`src/hw/rtl/prrs_pkg.sv`:
```
// Package for the priority round-robin thread scheduler.
// Beat types and operation / status codes; no dependencies.
`timescale 1ns / 1ps
`default_nettype none

package prrs_pkg;

  localparam int TID_W    = 5;
  localparam int PRIO_W   = 4;
  localparam int STATUS_W = 2;
  localparam int FUNC_W   = 2;
  localparam int LEVELS_W = 16;

  // Operation codes
  localparam logic [FUNC_W-1:0] FN_SET   = 2'd0;
  localparam logic [FUNC_W-1:0] FN_SCHED = 2'd1;
  localparam logic [FUNC_W-1:0] FN_EXIT  = 2'd2;

  // Thread status codes; bit 1 set means the thread sits on a run queue
  localparam logic [STATUS_W-1:0] ST_STOPPED = 2'd0;
  localparam logic [STATUS_W-1:0] ST_BLOCKED = 2'd1;
  localparam logic [STATUS_W-1:0] ST_PENDING = 2'd2;
  localparam logic [STATUS_W-1:0] ST_RUNNING = 2'd3;

  typedef struct packed {
    logic [FUNC_W-1:0]   func;
    logic [TID_W-1:0]    thread_id;
    logic [PRIO_W-1:0]   priority_req;
    logic [STATUS_W-1:0] new_status;
  } prrs_in_t;

  typedef struct packed {
    logic [TID_W-1:0]    chosen_thread;
    logic                chosen_valid;
    logic [LEVELS_W-1:0] ready_levels;
  } prrs_out_t;

endpackage

`default_nettype wire

```
`src/hw/rtl/priority_round_robin_scheduler.sv`:
```
// Priority round-robin thread scheduler, top level.
// Uses prrs_pkg for beat types and codes.
//
//   channel | dir | handshake                 | payload
//   --------+-----+---------------------------+-----------------------
//   in      | in  | in_valid_i / in_stall_o   | in_data_i  (prrs_in_t)
//   out     | out | out_valid_o / out_stall_i | out_data_o (prrs_out_t)
//
// One beat at a time: after accept a beat walks the sequencer steps from S_DECODE on, then
// S_OUT loads the output register and the sequencer returns to S_IDLE for the next beat.
// A status change that appends to a non-empty queue is the longest, since the link memories
// take one write each per cycle. A finished result waits in the output register while the
// next beat is taken; that beat holds in its last step while the register is still stalled.
// Reset clears thread status, level bitmap and current thread; no clearing pass.
`timescale 1ns / 1ps
`default_nettype none

module priority_round_robin_scheduler
  import prrs_pkg::*;
#(
  parameter int THREAD_COUNT = 32,
  parameter int LEVEL_COUNT  = 16
) (
  input  wire logic      clk_i,
  input  wire logic      rst_ni,
  input  wire logic      in_valid_i,
  output logic           in_stall_o,
  input  wire prrs_in_t  in_data_i,
  output logic           out_valid_o,
  input  wire logic      out_stall_i,
  output prrs_out_t      out_data_o
);

  localparam int TW    = (THREAD_COUNT > 1) ? $clog2(THREAD_COUNT) : 1;
  localparam int LW    = (LEVEL_COUNT > 1) ? $clog2(LEVEL_COUNT) : 1;
  localparam int TEXTW = 9;
  localparam int LEXTW = 6;

  typedef enum logic [3:0] {
    S_IDLE,
    S_DECODE,
    S_UL_LINK,
    S_UL_HEAD,
    S_AP_HEAD,
    S_AP_TAIL,
    S_AP_W1,
    S_AP_W2,
    S_SCH_HEAD,
    S_SCH_ROT,
    S_OUT
  } fsm_e;

  fsm_e                   fsm_q;
  logic [FUNC_W-1:0]      func_q;
  logic [STATUS_W-1:0]    st_q;
  logic [LW-1:0]          lvl_q;
  logic                   tid_ok_q;
  logic [TW-1:0]          t_q;
  logic [TW-1:0]          n_q;
  logic [TW-1:0]          h_q;
  logic [LW-1:0]          al_q;
  logic [LEVEL_COUNT-1:0] mask_q;
  logic [TW-1:0]          cur_q;
  logic                   cur_vld_q;
  prrs_out_t              out_q;
  logic                   out_vld_q;

  // thread status needs a reset value, so it lives in flops with one read port
  logic [STATUS_W-1:0]    thr_st_q [THREAD_COUNT];

  logic [LW-1:0]          lvl_mem  [THREAD_COUNT];
  logic [TW-1:0]          nx_mem   [THREAD_COUNT];
  logic [TW-1:0]          pv_mem   [THREAD_COUNT];
  logic [TW-1:0]          hd_mem   [LEVEL_COUNT];

  logic [LW-1:0]          lv_rd_q;
  logic [TW-1:0]          nx_rd_q;
  logic [TW-1:0]          pv_rd_q;
  logic [TW-1:0]          hd_rd_q;

  logic [TW-1:0]          nx_ra, pv_ra;
  logic [LW-1:0]          hd_ra;
  logic                   nx_we, pv_we, hd_we, lv_we, st_we;
  logic [TW-1:0]          nx_wa, nx_wd, pv_wa, pv_wd, hd_wd, st_wa;
  logic [LW-1:0]          hd_wa;
  logic [STATUS_W-1:0]    st_wd;

  logic                   in_acc;
  logic [TEXTW-1:0]       tid_ext;
  logic [TEXTW-1:0]       cur_ext;
  logic [LEXTW-1:0]       prio_ext;
  logic [LEXTW-1:0]       prio_sat;
  logic [31:0]            mask_ext;
  logic [LW-1:0]          ffs;
  logic                   was_on;
  logic                   now_on;

  assign in_acc     = in_valid_i && (fsm_q == S_IDLE);
  assign in_stall_o = (fsm_q != S_IDLE);

  always_comb begin
    tid_ext  = TEXTW'(in_data_i.thread_id);
    cur_ext  = TEXTW'(cur_q);
    prio_ext = LEXTW'(in_data_i.priority_req);
    prio_sat = (prio_ext >= LEXTW'(LEVEL_COUNT)) ? LEXTW'(LEVEL_COUNT - 1) : prio_ext;
    mask_ext = 32'(mask_q);
    was_on   = thr_st_q[t_q][1];
    now_on   = st_q[1];
  end

  // lowest-numbered non-empty level
  always_comb begin
    ffs = '0;
    for (int i = LEVEL_COUNT - 1; i >= 0; i--) begin
      if (mask_q[i]) begin
        ffs = LW'(i);
      end
    end
  end

  // memory ports per sequencer step
  always_comb begin
    nx_ra = t_q;
    pv_ra = t_q;
    hd_ra = al_q;
    nx_we = 1'b0;
    nx_wa = t_q;
    nx_wd = t_q;
    pv_we = 1'b0;
    pv_wa = t_q;
    pv_wd = t_q;
    hd_we = 1'b0;
    hd_wa = al_q;
    hd_wd = t_q;
    lv_we = 1'b0;
    st_we = 1'b0;
    st_wa = t_q;
    st_wd = st_q;
    case (fsm_q)
      S_DECODE: begin
        hd_ra = ffs;
        case (func_q)
          FN_SET: begin
            if (tid_ok_q) begin
              st_we = 1'b1;
              // level of a thread that stays queued is kept
              lv_we = !(was_on && now_on);
            end
          end
          FN_SCHED: begin
            if (cur_vld_q && (thr_st_q[t_q] == ST_RUNNING)) begin
              st_we = 1'b1;
              st_wd = ST_PENDING;
            end
          end
          FN_EXIT: begin
            if (cur_vld_q) begin
              st_we = 1'b1;
              st_wd = ST_STOPPED;
            end
          end
          default: ;
        endcase
      end
      S_UL_LINK: begin
        hd_ra = lv_rd_q;
        if (nx_rd_q != t_q) begin
          nx_we = 1'b1;
          nx_wa = pv_rd_q;
          nx_wd = nx_rd_q;
          pv_we = 1'b1;
          pv_wa = nx_rd_q;
          pv_wd = pv_rd_q;
        end
      end
      S_UL_HEAD: begin
        if (hd_rd_q == t_q) begin
          hd_we = 1'b1;
          hd_wd = n_q;
        end
      end
      S_AP_HEAD: begin
        // empty level: the thread forms a one-entry ring
        if (!mask_q[al_q]) begin
          hd_we = 1'b1;
          nx_we = 1'b1;
          pv_we = 1'b1;
        end
      end
      S_AP_TAIL: begin
        pv_ra = hd_rd_q;
      end
      S_AP_W1: begin
        nx_we = 1'b1;
        nx_wa = pv_rd_q;
        pv_we = 1'b1;
        pv_wd = pv_rd_q;
      end
      S_AP_W2: begin
        nx_we = 1'b1;
        nx_wd = h_q;
        pv_we = 1'b1;
        pv_wa = h_q;
      end
      S_SCH_HEAD: begin
        nx_ra = hd_rd_q;
      end
      S_SCH_ROT: begin
        hd_we = 1'b1;
        hd_wd = nx_rd_q;
        st_we = 1'b1;
        st_wa = h_q;
        st_wd = ST_RUNNING;
      end
      default: ;
    endcase
  end

  always_ff @(posedge clk_i or negedge rst_ni) begin
    if (!rst_ni) begin
      for (int i = 0; i < THREAD_COUNT; i++) begin
        thr_st_q[i] <= ST_STOPPED;
      end
    end else if (st_we) begin
      thr_st_q[st_wa] <= st_wd;
    end
  end

  always_ff @(posedge clk_i) begin
    if (lv_we) begin
      lvl_mem[t_q] <= lvl_q;
    end
    lv_rd_q <= lvl_mem[t_q];
  end

  always_ff @(posedge clk_i) begin
    if (nx_we) begin
      nx_mem[nx_wa] <= nx_wd;
    end
    nx_rd_q <= nx_mem[nx_ra];
  end

  always_ff @(posedge clk_i) begin
    if (pv_we) begin
      pv_mem[pv_wa] <= pv_wd;
    end
    pv_rd_q <= pv_mem[pv_ra];
  end

  always_ff @(posedge clk_i) begin
    if (hd_we) begin
      hd_mem[hd_wa] <= hd_wd;
    end
    hd_rd_q <= hd_mem[hd_ra];
  end

  always_ff @(posedge clk_i or negedge rst_ni) begin
    if (!rst_ni) begin
      fsm_q     <= S_IDLE;
      func_q    <= FN_SET;
      st_q      <= ST_STOPPED;
      lvl_q     <= '0;
      tid_ok_q  <= 1'b0;
      t_q       <= '0;
      n_q       <= '0;
      h_q       <= '0;
      al_q      <= '0;
      mask_q    <= '0;
      cur_q     <= '0;
      cur_vld_q <= 1'b0;
      out_q     <= '0;
      out_vld_q <= 1'b0;
    end else begin
      if ((fsm_q == S_OUT) && (!out_vld_q || !out_stall_i)) begin
        out_vld_q <= 1'b1;
      end else if (out_vld_q && !out_stall_i) begin
        out_vld_q <= 1'b0;
      end
      case (fsm_q)
        S_IDLE: begin
          if (in_acc) begin
            func_q   <= in_data_i.func;
            st_q     <= in_data_i.new_status;
            lvl_q    <= prio_sat[LW-1:0];
            tid_ok_q <= (tid_ext < TEXTW'(THREAD_COUNT));
            t_q      <= (in_data_i.func == FN_SET) ? tid_ext[TW-1:0] : cur_q;
            fsm_q    <= S_DECODE;
          end
        end
        S_DECODE: begin
          case (func_q)
            FN_SET: begin
              if (!tid_ok_q) begin
                fsm_q <= S_OUT;
              end else if (was_on && !now_on) begin
                fsm_q <= S_UL_LINK;
              end else if (!was_on && now_on) begin
                al_q  <= lvl_q;
                fsm_q <= S_AP_HEAD;
              end else begin
                fsm_q <= S_OUT;
              end
            end
            FN_SCHED: begin
              if (mask_q == '0) begin
                cur_vld_q <= 1'b0;
                cur_q     <= '0;
                fsm_q     <= S_OUT;
              end else begin
                al_q  <= ffs;
                fsm_q <= S_SCH_HEAD;
              end
            end
            FN_EXIT: begin
              if (cur_vld_q) begin
                cur_vld_q <= 1'b0;
                cur_q     <= '0;
                fsm_q     <= was_on ? S_UL_LINK : S_OUT;
              end else begin
                fsm_q <= S_OUT;
              end
            end
            default: fsm_q <= S_OUT;
          endcase
        end
        S_UL_LINK: begin
          if (nx_rd_q == t_q) begin
            mask_q[lv_rd_q] <= 1'b0;
            fsm_q           <= S_OUT;
          end else begin
            n_q   <= nx_rd_q;
            al_q  <= lv_rd_q;
            fsm_q <= S_UL_HEAD;
          end
        end
        S_UL_HEAD: fsm_q <= S_OUT;
        S_AP_HEAD: begin
          if (!mask_q[al_q]) begin
            mask_q[al_q] <= 1'b1;
            fsm_q        <= S_OUT;
          end else begin
            fsm_q <= S_AP_TAIL;
          end
        end
        S_AP_TAIL: begin
          h_q   <= hd_rd_q;
          fsm_q <= S_AP_W1;
        end
        S_AP_W1: fsm_q <= S_AP_W2;
        S_AP_W2: fsm_q <= S_OUT;
        S_SCH_HEAD: begin
          h_q   <= hd_rd_q;
          fsm_q <= S_SCH_ROT;
        end
        S_SCH_ROT: begin
          cur_q     <= h_q;
          cur_vld_q <= 1'b1;
          fsm_q     <= S_OUT;
        end
        S_OUT: begin
          if (!out_vld_q || !out_stall_i) begin
            out_q.chosen_thread <= cur_ext[TID_W-1:0];
            out_q.chosen_valid  <= cur_vld_q;
            out_q.ready_levels  <= mask_ext[LEVELS_W-1:0];
            fsm_q               <= S_IDLE;
          end
        end
        default: fsm_q <= S_IDLE;
      endcase
    end
  end

  assign out_valid_o = out_vld_q;
  assign out_data_o  = out_q;

endmodule

`default_nettype wire

```
`config.mk`:
```
export PLATFORM = sky130hd
export DESIGN_NAME = priority_round_robin_scheduler
export DESIGN_NICKNAME = d
export VERILOG_FILES = /design/src/hw/rtl/prrs_pkg.sv /design/src/hw/rtl/priority_round_robin_scheduler.sv
export SDC_FILE = /design/constraint.sdc
export NUM_CORES = 1
export LEC_CHECK = 0
export ABC_CLOCK_PERIOD_IN_PS = 6300
export BUFFER_PORTS_ARGS = -buffer_cell sky130_fd_sc_hd__buf_2
export CAP_MARGIN = 20
export CORE_UTILIZATION = 45
export CTS_BUF_LIST = sky130_fd_sc_hd__clkbuf_8
export DETAILED_ROUTE_END_ITERATION = 7
export GPL_TIMING_DRIVEN = 1
export PLACE_DENSITY = 0.7
export SYNTH_ARGS = -nofsm -noshare
export SYNTH_HDL_FRONTEND = slang
export SYNTH_SLANG_ARGS = --single-unit
```
`constraint.sdc`:
```
create_clock -name clk_i -period 6.3 [get_ports clk_i]
set_input_delay 0.945 -clock clk_i [delete_from_list [all_inputs] [get_ports clk_i]]
set_output_delay 0.945 -clock clk_i [all_outputs]
set_load 0.05 [all_outputs]
```
# Word level (Yosys, flattened, before mapping)

Memories as Yosys holds them, arrays and structs flattened. A register that Yosys moved wholly into a read port is not among the register bits.
Cells that the tools add are included.

Div/mod/pow operators: 0
Shifts and indexed selects: 0
Mux-type cells: 93
Order comparisons: 8
Add/subtract/negate cells: 0
$mul: 0
Reductions and logical operators: 36
Bitwise gates (word level): 6
Equality and inequality tests: 29

Operators by type and width:

| cell                                                                  | number |
|---|---|
| 4-bit 2-to-1 mux                                                      | 30 |
| 64-bit bitwise mux                                                    | 1 |
| 5-bit one-hot mux with 2 select lines                                 | 5 |
| 5-bit 2-to-1 mux                                                      | 9 |
| 4-bit one-hot mux with 9 select lines                                 | 1 |
| 16-bit 2-to-1 mux                                                     | 2 |
| 16-bit one-hot mux with 2 select lines                                | 1 |
| 4-bit one-hot mux with 2 select lines                                 | 3 |
| 1-bit 2-to-1 mux                                                      | 21 |
| 3-bit inequality test, second input constant                          | 6 |
| 16-bit bitwise AND                                                    | 1 |
| 4-bit by 3-bit equality test with 1-bit output, second input constant | 4 |
| 16-bit logical NOT                                                    | 1 |
| 16-bit inverter                                                       | 1 |
| 16-bit OR                                                             | 1 |
| 4-bit equality test, second input constant                            | 3 |
| 6-bit greater-or-equal comparator, second input constant              | 2 |
| 2-bit 2-to-1 mux                                                      | 6 |
| 5-bit inverter with 6-bit output                                      | 2 |
| 4-bit one-hot mux with 3 select lines                                 | 1 |
| 2-bit binary-select mux with 5-bit select                             | 1 |
| 2-bit demux with 5-bit select                                         | 1 |
| 5-bit equality test                                                   | 2 |
| 1-bit logical AND                                                     | 10 |
| 31 further kinds                                                      | 57 |

Latch bits: 0
Input port bits: 17
Memories kept: 4
Memory bits (writable): 528
Word-level logic and storage cells: 224
ROM bits: 0
Flip-flop bits (word level): 141

Memories:

| name    | words | bits a word | read ports | clocked after memory_dff | write ports | RTL line                             | text |
|---|---|---|---|---|---|---|---|
| nx_mem  | 32    | 5           | 1          | 1                        | 1           | priority_round_robin_scheduler.sv:72 | `logic [TW-1:0] nx_mem [THREAD_COUNT];` |
| pv_mem  | 32    | 5           | 1          | 1                        | 1           | priority_round_robin_scheduler.sv:73 | `logic [TW-1:0] pv_mem [THREAD_COUNT];` |
| lvl_mem | 32    | 4           | 1          | 1                        | 1           | priority_round_robin_scheduler.sv:71 | `logic [LW-1:0] lvl_mem [THREAD_COUNT];` |
| hd_mem  | 16    | 5           | 1          | 1                        | 1           | priority_round_robin_scheduler.sv:74 | `logic [TW-1:0] hd_mem [LEVEL_COUNT];` |

# Longest topological paths before layout

Gate-level depths: netlist of run 1.

Depth after elaboration: 19
Depth in mapped cells: 14
Depth with buffers taken out: 12

# Worst setup path after synthesis of run 1

No wires, ideal clock.

Kind: reg-to-reg
Start point: register t_q[1]
End point: memory pv_mem[26][0] (netlist name) (enable)
Library setup time: 0.342 ns
Stages on the path, launching flop included: 10
Period minus slack after synthesis: 4.074 ns
Buffers on the path: 3
Arrival time: 3.732 ns
Path slack: 2.226 ns
Cells stage by stage: dfrtp_1 > buf_6 > buf_2 > buf_6 > xnor2_1 > nand3_1 > and2_1 > o311ai_1 > nand4_1 > nor2_1

Elaborated cells on any way between the ends: 7

RTL lines:

| item                                  | RTL line                              | text |
|---|---|---|
| start, declared                       | priority_round_robin_scheduler.sv:58  | `logic [TW-1:0] t_q;` |
| start signal, assigned                | priority_round_robin_scheduler.sv:286 | `t_q <= (in_data_i.func == FN_SET) ? tid_ext[TW-1:0] : cur_q;` |
| 5-bit inequality test                 | priority_round_robin_scheduler.sv:167 | `if (nx_rd_q != t_q) begin` |
| 5-bit 2-to-1 mux                      | n/a                                   |  |
| 5-bit one-hot mux with 2 select lines | n/a                                   |  |
| via nx_wd[3]                          | priority_round_robin_scheduler.sv:84  | `logic [TW-1:0] nx_wa, nx_wd, pv_wa, pv_wd, hd_wd, st_wa;` |
| end, declared                         | priority_round_robin_scheduler.sv:73  |  |

The timed path passes the listed nets, and every way through them passes these cells.

# Worst setup path after layout of run 1

Start point: register t_q[1]
End point: memory lvl_mem[26][0] (netlist name) (enable)

Cells in the longest elaborated chain, start to end: 11

Ends and longest elaborated chain:

| item                                                   | RTL line                              | text |
|---|---|---|
| 5-bit inverter with 6-bit output (implied by the code) | priority_round_robin_scheduler.sv:107 | `was_on = thr_st_q[t_q][1];` |
| 2-bit binary-select mux with 5-bit select              | priority_round_robin_scheduler.sv:107 |  |
| 2-bit 2-to-1 mux (implied by the code) (2 in a row)    | priority_round_robin_scheduler.sv:107 |  |
| 1-bit logical AND                                      | priority_round_robin_scheduler.sv:147 | `lv_we = !(was_on && now_on);` |
| 1-bit logical NOT                                      | priority_round_robin_scheduler.sv:147 |  |
| 1-bit 2-to-1 mux                                       | priority_round_robin_scheduler.sv:144 | `if (tid_ok_q) begin` |
| 1-bit 2-to-1 mux                                       | priority_round_robin_scheduler.sv:142 | `case (func_q)` |
| 1-bit 2-to-1 mux                                       | priority_round_robin_scheduler.sv:139 | `case (fsm_q)` |
| 1-bit 2-to-1 mux                                       | priority_round_robin_scheduler.sv:230 | `if (lv_we) begin` |
| 1-bit 2-to-1 mux (implied by the code)                 | priority_round_robin_scheduler.sv:231 | `lvl_mem[t_q] <= lvl_q;` |
| end, declared                                          | priority_round_robin_scheduler.sv:71  |  |

Several ways; a longest one is shown, not always the timed one. The select of a mux whose other input is x is not followed.

==> results of run 1 <==
-- power groups by stage --
stage	sequential, uW	clock, uW	combinational, uW
3_3_place_gp	6630	0	5560
5_1_grt	6630	4180	6150
4_1_cts	6570	3980	5700
2_1_floorplan	6510	0	3940
6_report	6590	3910	5710
3_5_place_dp	6660	0	5670
-- cell usage after synthesis (12+ instances only) --
cell type    n  share of area, %
and3_1      15              0.32
mux2_1      18              0.69
clkbuf_1    58              0.75
dfxtp_1     19               1.3
nor3_1      22              0.38
nand2_2     16              0.34
a211oi_1    12              0.31
nand2_1    164               2.1
mux2i_1     84               2.9
mux4_2     118               9.1
a21oi_1     70               1.2
nand2b_1    21              0.45
a32oi_1     18              0.54
edfxtp_1   528                54
nor2b_1     21              0.45
nand3_1     38              0.65
o21ai_0     49              0.84
mux2_2      63               2.4
a31oi_1     46              0.99
nor2_1     172               2.2
buf_2       25              0.43
inv_1       19              0.24
dfrtp_1    141                12
a22oi_1     18              0.46
-- worst reg2reg max path, stage by stage, from the launching register on --
cell	delay, ns
dfrtp_4	0.76
buf_4	0.69
mux2i_1	0.32
o32ai_1	0.09
nand2_1	0.12
o2111ai_2	0.18
ha_1	0.24
nor3_1	0.58
nand3_1	0.57
nor2_1	0.49
-- cell families (layout without fill, tap and decap cells) --
family	count (synthesis)	in the layout	synth area share, %
flops	688	688	67.68
simple gates	525	525	8.381
mux	283	283	15.10
compound gates	278	278	6.315
buf+inv	121	299	1.881
xor+xnor	10	10	0.2999
fa+ha+maj	8	8	0.3428
other cells	0	1	0
-- worst paths after layout --
check	from	to	slack (ns)	depth (start not counted)
max	t_q[1]$_DFFE_PN0P_	lvl_mem[26][0]$_DFFE_PP_	1.90	9
min	rst_ni	lvl_q[2]$_DFFE_PN0P_	0.29	1
max reg2reg	t_q[1]$_DFFE_PN0P_	lvl_mem[26][0]$_DFFE_PP_	1.90	9
min reg2reg	out_data_o[2]$_DFFE_PN0P_	out_data_o[2]$_DFFE_PN0P_	0.48	2
max in group asynchronous	rst_ni	t_q[0]$_DFFE_PN0P_	4.69	2
min in group clk_i	in_data_i[3]	lvl_q[1]$_DFFE_PN0P_	0.47	2
-- final cells by class --
type                       instances  area (sq um)  area share, %
inverter                          19         71.32         0.2178
timing repair buffer              77         511.7          1.563
clock inverter                    81         615.6          1.880
tap                              855          1070          3.267
clock buffer                     122          1679          5.128
sequential                       688         19770          60.39
antenna                            1         2.502       0.007643
multi-input combinational       1104          9020          27.55
-- metal layers --
metal,global-route usage [%],vias up
li1,-,7619
met1,28.29,8611
met2,32.24,766
met3,3.875,105
met4,6.349,0
met5,0,-
-- metrics by stage --
| stage | cells | instance area (sq um) | setup WS [ns] |
|---|---|---|---|
| after global routing | 2946 | 32740 | 1.698 |
| after detailed placement | 2741 | 30400 | 1.986 |
| after floorplan | 1913 | 29200 | 2.226 |
| after CTS | 2944 | 32700 | 1.971 |
| final | 2947 | 32740 | 1.900 |
| after global placement | 2740 | 30390 | 2.191 |
-- state kept, by name (all words and copies together), names as in the netlist, 5 cells and up --
register / count
hd_mem: 80
out_data_o: 22
pv_rd_q: 5
t_q: 5
n_q: 5
nx_mem: 160
hd_rd_q: 5
mask_q: 16
cur_q: 5
pv_mem: 160
thr_st_q: 64
nx_rd_q: 5
h_q: 5
lvl_mem: 128
==> results.md, run 1 <==
- Post-Syn Area per Cell: about 15 sq um
- Combinational Power Share: a little over a third
- First-pass GRT wire length: around 100 mm
- Fin nets: around 2,000
- Final hold violation count: 0
- Drt initial violations: 1,567
- Area of the die: between 60,000 and 70,000 sq um
- Root Driver: clkbuf_8
- Critical path required time: ~6.7 ns
- Clk_skew: 0.03148 ns
- Drt drc: 0
- Dominant synthesized flop cell: edfxtp_1
- Reg power frac: approximately two fifths
- Core Box Area: ~64,000 sq um
- Ys Warns: 0
- Unrepaired setup endpoints after global routing: false
- Leak: around 0.012 uW
- Most frequent cells in the layout: 528 x edfxtp_1, 171 x nor2_1, 164 x nand2_1, 139 x dfrtp_1, 122 x clkbuf_8
- Fin crit share: a little over two thirds
- CTS buffer count: between 100 and 150
- Crit Path Max Fanout: 51
- Initial antenna violation count: 3
- Total track usage: around a fifth
- Max incr delay on CP: about 0.76 ns
- Critical path class: reg -> reg
- Hold crit path type: in -> async
- Clock power share: approximately 24%
- Met1 WL: around 28 mm
- Setup_tns: 0 ns
- Clock-pin transition on the worst setup and hold timing paths: about 0.060 ns
- DR WL met3: about 4.8 mm
- Commonest non-fill, non-tap cell in the layout: edfxtp_1
- Syn-to-layout area delta: 12.12%
- Hpwl dp: 43.53 mm
- Post-CTS Resized: 0
- Slowest stage cell, crit path: dfrtp_4
- Die Span Y: approximately 260 um
- Pin count of the biggest net entering global routing: 86
- Final slew viol count: 0
- Seq/Total Area, Yosys: 67.68%
- Drt first pass iters: 6
- Max Buffers Root-to-Sink: 3
- Number of flops mapped to enable cells by yosys: around 530
- Post-route ant nets: 0
- IO Count: 41
- Detailed Route WL: around 66 mm
- Clk Latency, worst-skew pair: ~0.7 ns
- Net Sw Power: ~6000 uW
- Crit. End Element: flop
- Least-Margin Pin Slew: about 1.1 ns
- Synthesized net count: between 1,500 and 2,000
- Routed wl met2: between 30 and 40 mm
- Sinks on the clock net: just under 700
- Critical path's top delay family: simple AND/OR/NAND/NOR gates
- WHS: a little under 0.3 ns
- Cell Chain, Critical Path: buf_4, mux2i_1, o32ai_1, nand2_1, o2111ai_2, ha_1, nor3_1, nand3_1, nor2_1
- Grt total ovfl: 0
- Slew HR: around 25%
- Pwr per Cell Area: approximately 500 nW/um^2
- Rows: 93
- Total power: between 15,000 and 20,000 uW
- Vias in the first global route: around 17,000
- Fmax: 0.2273 GHz
- Outcome: finished clean
- Share of layout cells above drive strength 1: 22.62%
- Max-cap violations: 0
- Tmin final: 4.400 ns
- Switching share of power: 36.88%
- WP buf/inv: 1
- Initial core utilization: between 40% and 50%
- Synth Cell Area: approximately 30,000 sq um
- DR vias: around 17,000
- Finished Core Util: 50.97%
- CTS H-tree lvls: 3
- Number of library cell types mapped by synthesis: 69
- # setup viols final: 0
- Top layer in use: met4
- DR vias/cell: about 5.8
- Die width: ~260 um
- Setup Fix Bufs, Post-CTS: 0
- I/O Buffers: 40
- Async set-reset flop share out of synthesis: between 20% and 30%
- Hold buffer count at cts: 0
- RD Place Congestion: about 0.85
- Routed len/inst: 22.46 um
- Filler instances: roughly 5,300
- Synth Register Bits: ~690
- Synthesized instance count: 1,913
- CTS tree: yes
- Internal power: between 10,000 and 15,000 uW
- CP Data Arrival Time: around 4.8 ns
- CP startpoint kind: flop
- Peak supply drop: about 0.27 mV
Note: power is estimated with default switching activity, not from simulation.
==> run 2: changes to the inputs <==
--- a/config.mk
+++ b/config.mk
@@ -5,14 +5,14 @@
 export SDC_FILE = /design/constraint.sdc
 export NUM_CORES = 1
 export LEC_CHECK = 0
-export ABC_CLOCK_PERIOD_IN_PS = 6300
+export ABC_CLOCK_PERIOD_IN_PS = 3900
 export BUFFER_PORTS_ARGS = -buffer_cell sky130_fd_sc_hd__buf_2
 export CAP_MARGIN = 20
 export CORE_UTILIZATION = 45
 export CTS_BUF_LIST = sky130_fd_sc_hd__clkbuf_8
 export DETAILED_ROUTE_END_ITERATION = 7
 export GPL_TIMING_DRIVEN = 1
-export PLACE_DENSITY = 0.7
+export PLACE_DENSITY = 0.72
 export SYNTH_ARGS = -nofsm -noshare
 export SYNTH_HDL_FRONTEND = slang
 export SYNTH_SLANG_ARGS = --single-unit
==> constraint.sdc (replaced) <==
create_clock -name clk_i -period 3.9 [get_ports clk_i]
set_input_delay 0.585 -clock clk_i [delete_from_list [all_inputs] [get_ports clk_i]]
set_output_delay 0.585 -clock clk_i [all_outputs]
set_load 0.05 [all_outputs]
==> results.md, run 2 (synthesis gave the netlist of run 1 again) <==
- Routed wl met2: 33.60 mm
- Least-Margin Pin Slew: 1.038 ns
- DR vias: approximately 18,000
- IO Count: roughly 40
- Worst reg2reg path startpoint: t_q[1]$_DFFE_PN0P_
- Rows: a little over 90
- CTS tree: yes
- CTS buffer count: 105
- Combinational Power Share: 37.6%
- Vias in the first global route: 17,945
- Die Span Y: approximately 260 um
- Crit Path Max Fanout: 10
- Top Registers: nx_mem (160), pv_mem (160), lvl_mem (128)
- Reg power frac: 40.5%
- DR vias/cell: 5.895
- Total power: approximately 26,000 uW
- Worst hold path startpoint: in_data_i[3]
- CP Launch Point: t_q[1]$_DFFE_PN0P_
- Area of the die: around 66,000 sq um
- Clk_skew: roughly 0.033 ns
- Top layer in use: met4
- Detailed Route WL: 68.81 mm
- I/O Buffers: 40
- Clock power share: a little over a fifth
- Crit. End Element: flop
- Clk Latency, worst-skew pair: 0.71 ns
- Drt initial violations: 2,058
- Switching share of power: roughly 38%
- DR WL met3: about 5.0 mm
- Final slew viol count: 0
- Fin crit share: 100.2%
- Share of layout cells above drive strength 1: between 20% and 30%
- Final hold violation count: 0
- Setup_tns: -0.008179 ns
- Internal power: 16,290 uW
- Initial core utilization: 45.47%
- Drt drc: 1
- Initial antenna violation count: 0
- Most frequent cells in the layout: 528 x edfxtp_1, 164 x nand2_1, 160 x nor2_1, 139 x dfrtp_1, 118 x mux4_2
- Failing checks: DRC, setup timing
- Clock-pin transition on the worst setup and hold timing paths: about 0.06 ns
- Grt total ovfl: 0
- Core Box Area: 64,230 sq um
- CTS H-tree lvls: 3
- Max-cap violations: 0
- Leak: approximately 0.012 uW
- Total track usage: 21.09%
- Die width: 256.7 um
- Max Buffers Root-to-Sink: 3
- Critical path class: reg -> reg
- Final design area excluding fillers: ~33,000 sq um
- First-pass GRT wire length: ~110 mm
- Sinks on the clock net: around 690
- Peak supply drop: 0.4408 mV
- # diodes: 0
- WHS: 0.1099 ns
- Worst setup margin: -0.008179 ns
- Routed len/inst: about 23 um
- Critical path required time: roughly 4.3 ns
- Slew HR: 30.41%
- Commonest non-fill, non-tap cell in the layout: edfxtp_1
- Outcome: finished with violations
- RD Place Congestion: just over 0.9
- Fin nets: 2,061
- Pin count of the biggest net entering global routing: around 110
- Unrepaired setup endpoints after global routing: true
- Post-route ant nets: 0
- Drt first pass iters: 8
- Syn-to-layout area delta: 12.84%
- Fmax: 0.2559 GHz
- Post-DP Area: 30,780 sq um
- Hold crit path type: in -> reg
- Net Sw Power: about 9900 uW
- CP Data Arrival Time: about 4.3 ns
- Hpwl dp: 45.18 mm
- Met1 WL: about 28 mm
- # setup viols final: 1
- Place WS: 0.03403 ns
- Pwr per Cell Area: 793.9 nW/um^2
- Root Driver: clkbuf_8
- Tmin final: between 3 and 4 ns
- CP startpoint kind: flop
## run 2: cell count changes in the layout (fill, tap and decap cells not counted), moves of 2 or more
cell	delta
buf_16	+2
nor2_2	+11
buf_12	+6
clkinv_4	+2
inv_8	+2
nor2_1	-11
bufinv_16	-6
inv_1	+5
clkbuf_8	-8
buf_8	+2
buf_4	+30
## run 2: critical path: stages, from the launching register on
cell,delay [ns]
dfrtp_4,0.54
mux4_2,0.54
and3_4,0.20
nor4_4,0.28
o2111ai_2,0.18
ha_1,0.23
nor3_1,0.51
buf_4,0.25
nand3_1,0.35
nor2_1,0.46
## run 2: path summary, 6_finish.rpt
check | to | slack, ns | depth (start not counted)
max in group asynchronous | t_q[0]$_DFFE_PN0P_ | 2.91 | 3
min in group asynchronous | out_data_o[1]$_DFFE_PN0P_ | 0.24 | 2
max | lvl_mem[15][3]$_DFFE_PP_ | -0.008 | 9
min | lvl_q[1]$_DFFE_PN0P_ | 0.11 | 2
min reg2reg | out_data_o[2]$_DFFE_PN0P_ | 0.48 | 2
max reg2reg | lvl_mem[15][3]$_DFFE_PP_ | -0.008 | 9
## run 2: layout make-up
cell class              count  area, sq um
clock buffers             114         1569
clock inverters            81        465.4
well taps                 855         1070
multi-input cells        1104         9052
fillers                  5160        31280
repair buffers            118        952.2
flip-flops and latches    688        19770
inverters                  19        71.32
## run 2: timing repair
item                       4_1_cts  5_1_grt
resized for setup                1       11
setup buffers                    0        0
pin swaps                        0        0
hold buffers                     0        1
hold endpoints to repair         0       38
setup endpoints to repair        4       68
cloned                           0        0
## run 2: per-stage QoR
step                instances  util [%]
detailed placement       2779     47.93
finish                   2979     51.30
global placement         2776     47.86
floorplan                1913         -
global route             2979     51.30
CTS                      2974     51.10
## run 2: metal layers
layer | global-route usage [%] | vias to the layer above
li1 | - | 7688
met1 | 28.39 | 8872
met2 | 34.17 | 847
met3 | 3.707 | 154
met4 | 8.267 | 0
met5 | 0 | -
## run 2: power by group through the flow
stage / Clock (uW) / Combinational [uW] / Sequential, uW
global placement: 0 / 9410 / 10800
floorplan: 0 / 6370 / 10500
detailed placement: 0 / 9720 / 10700
global route: 6150 / 10500 / 10700
finish: 5720 / 9830 / 10600
CTS: 5830 / 9760 / 10600
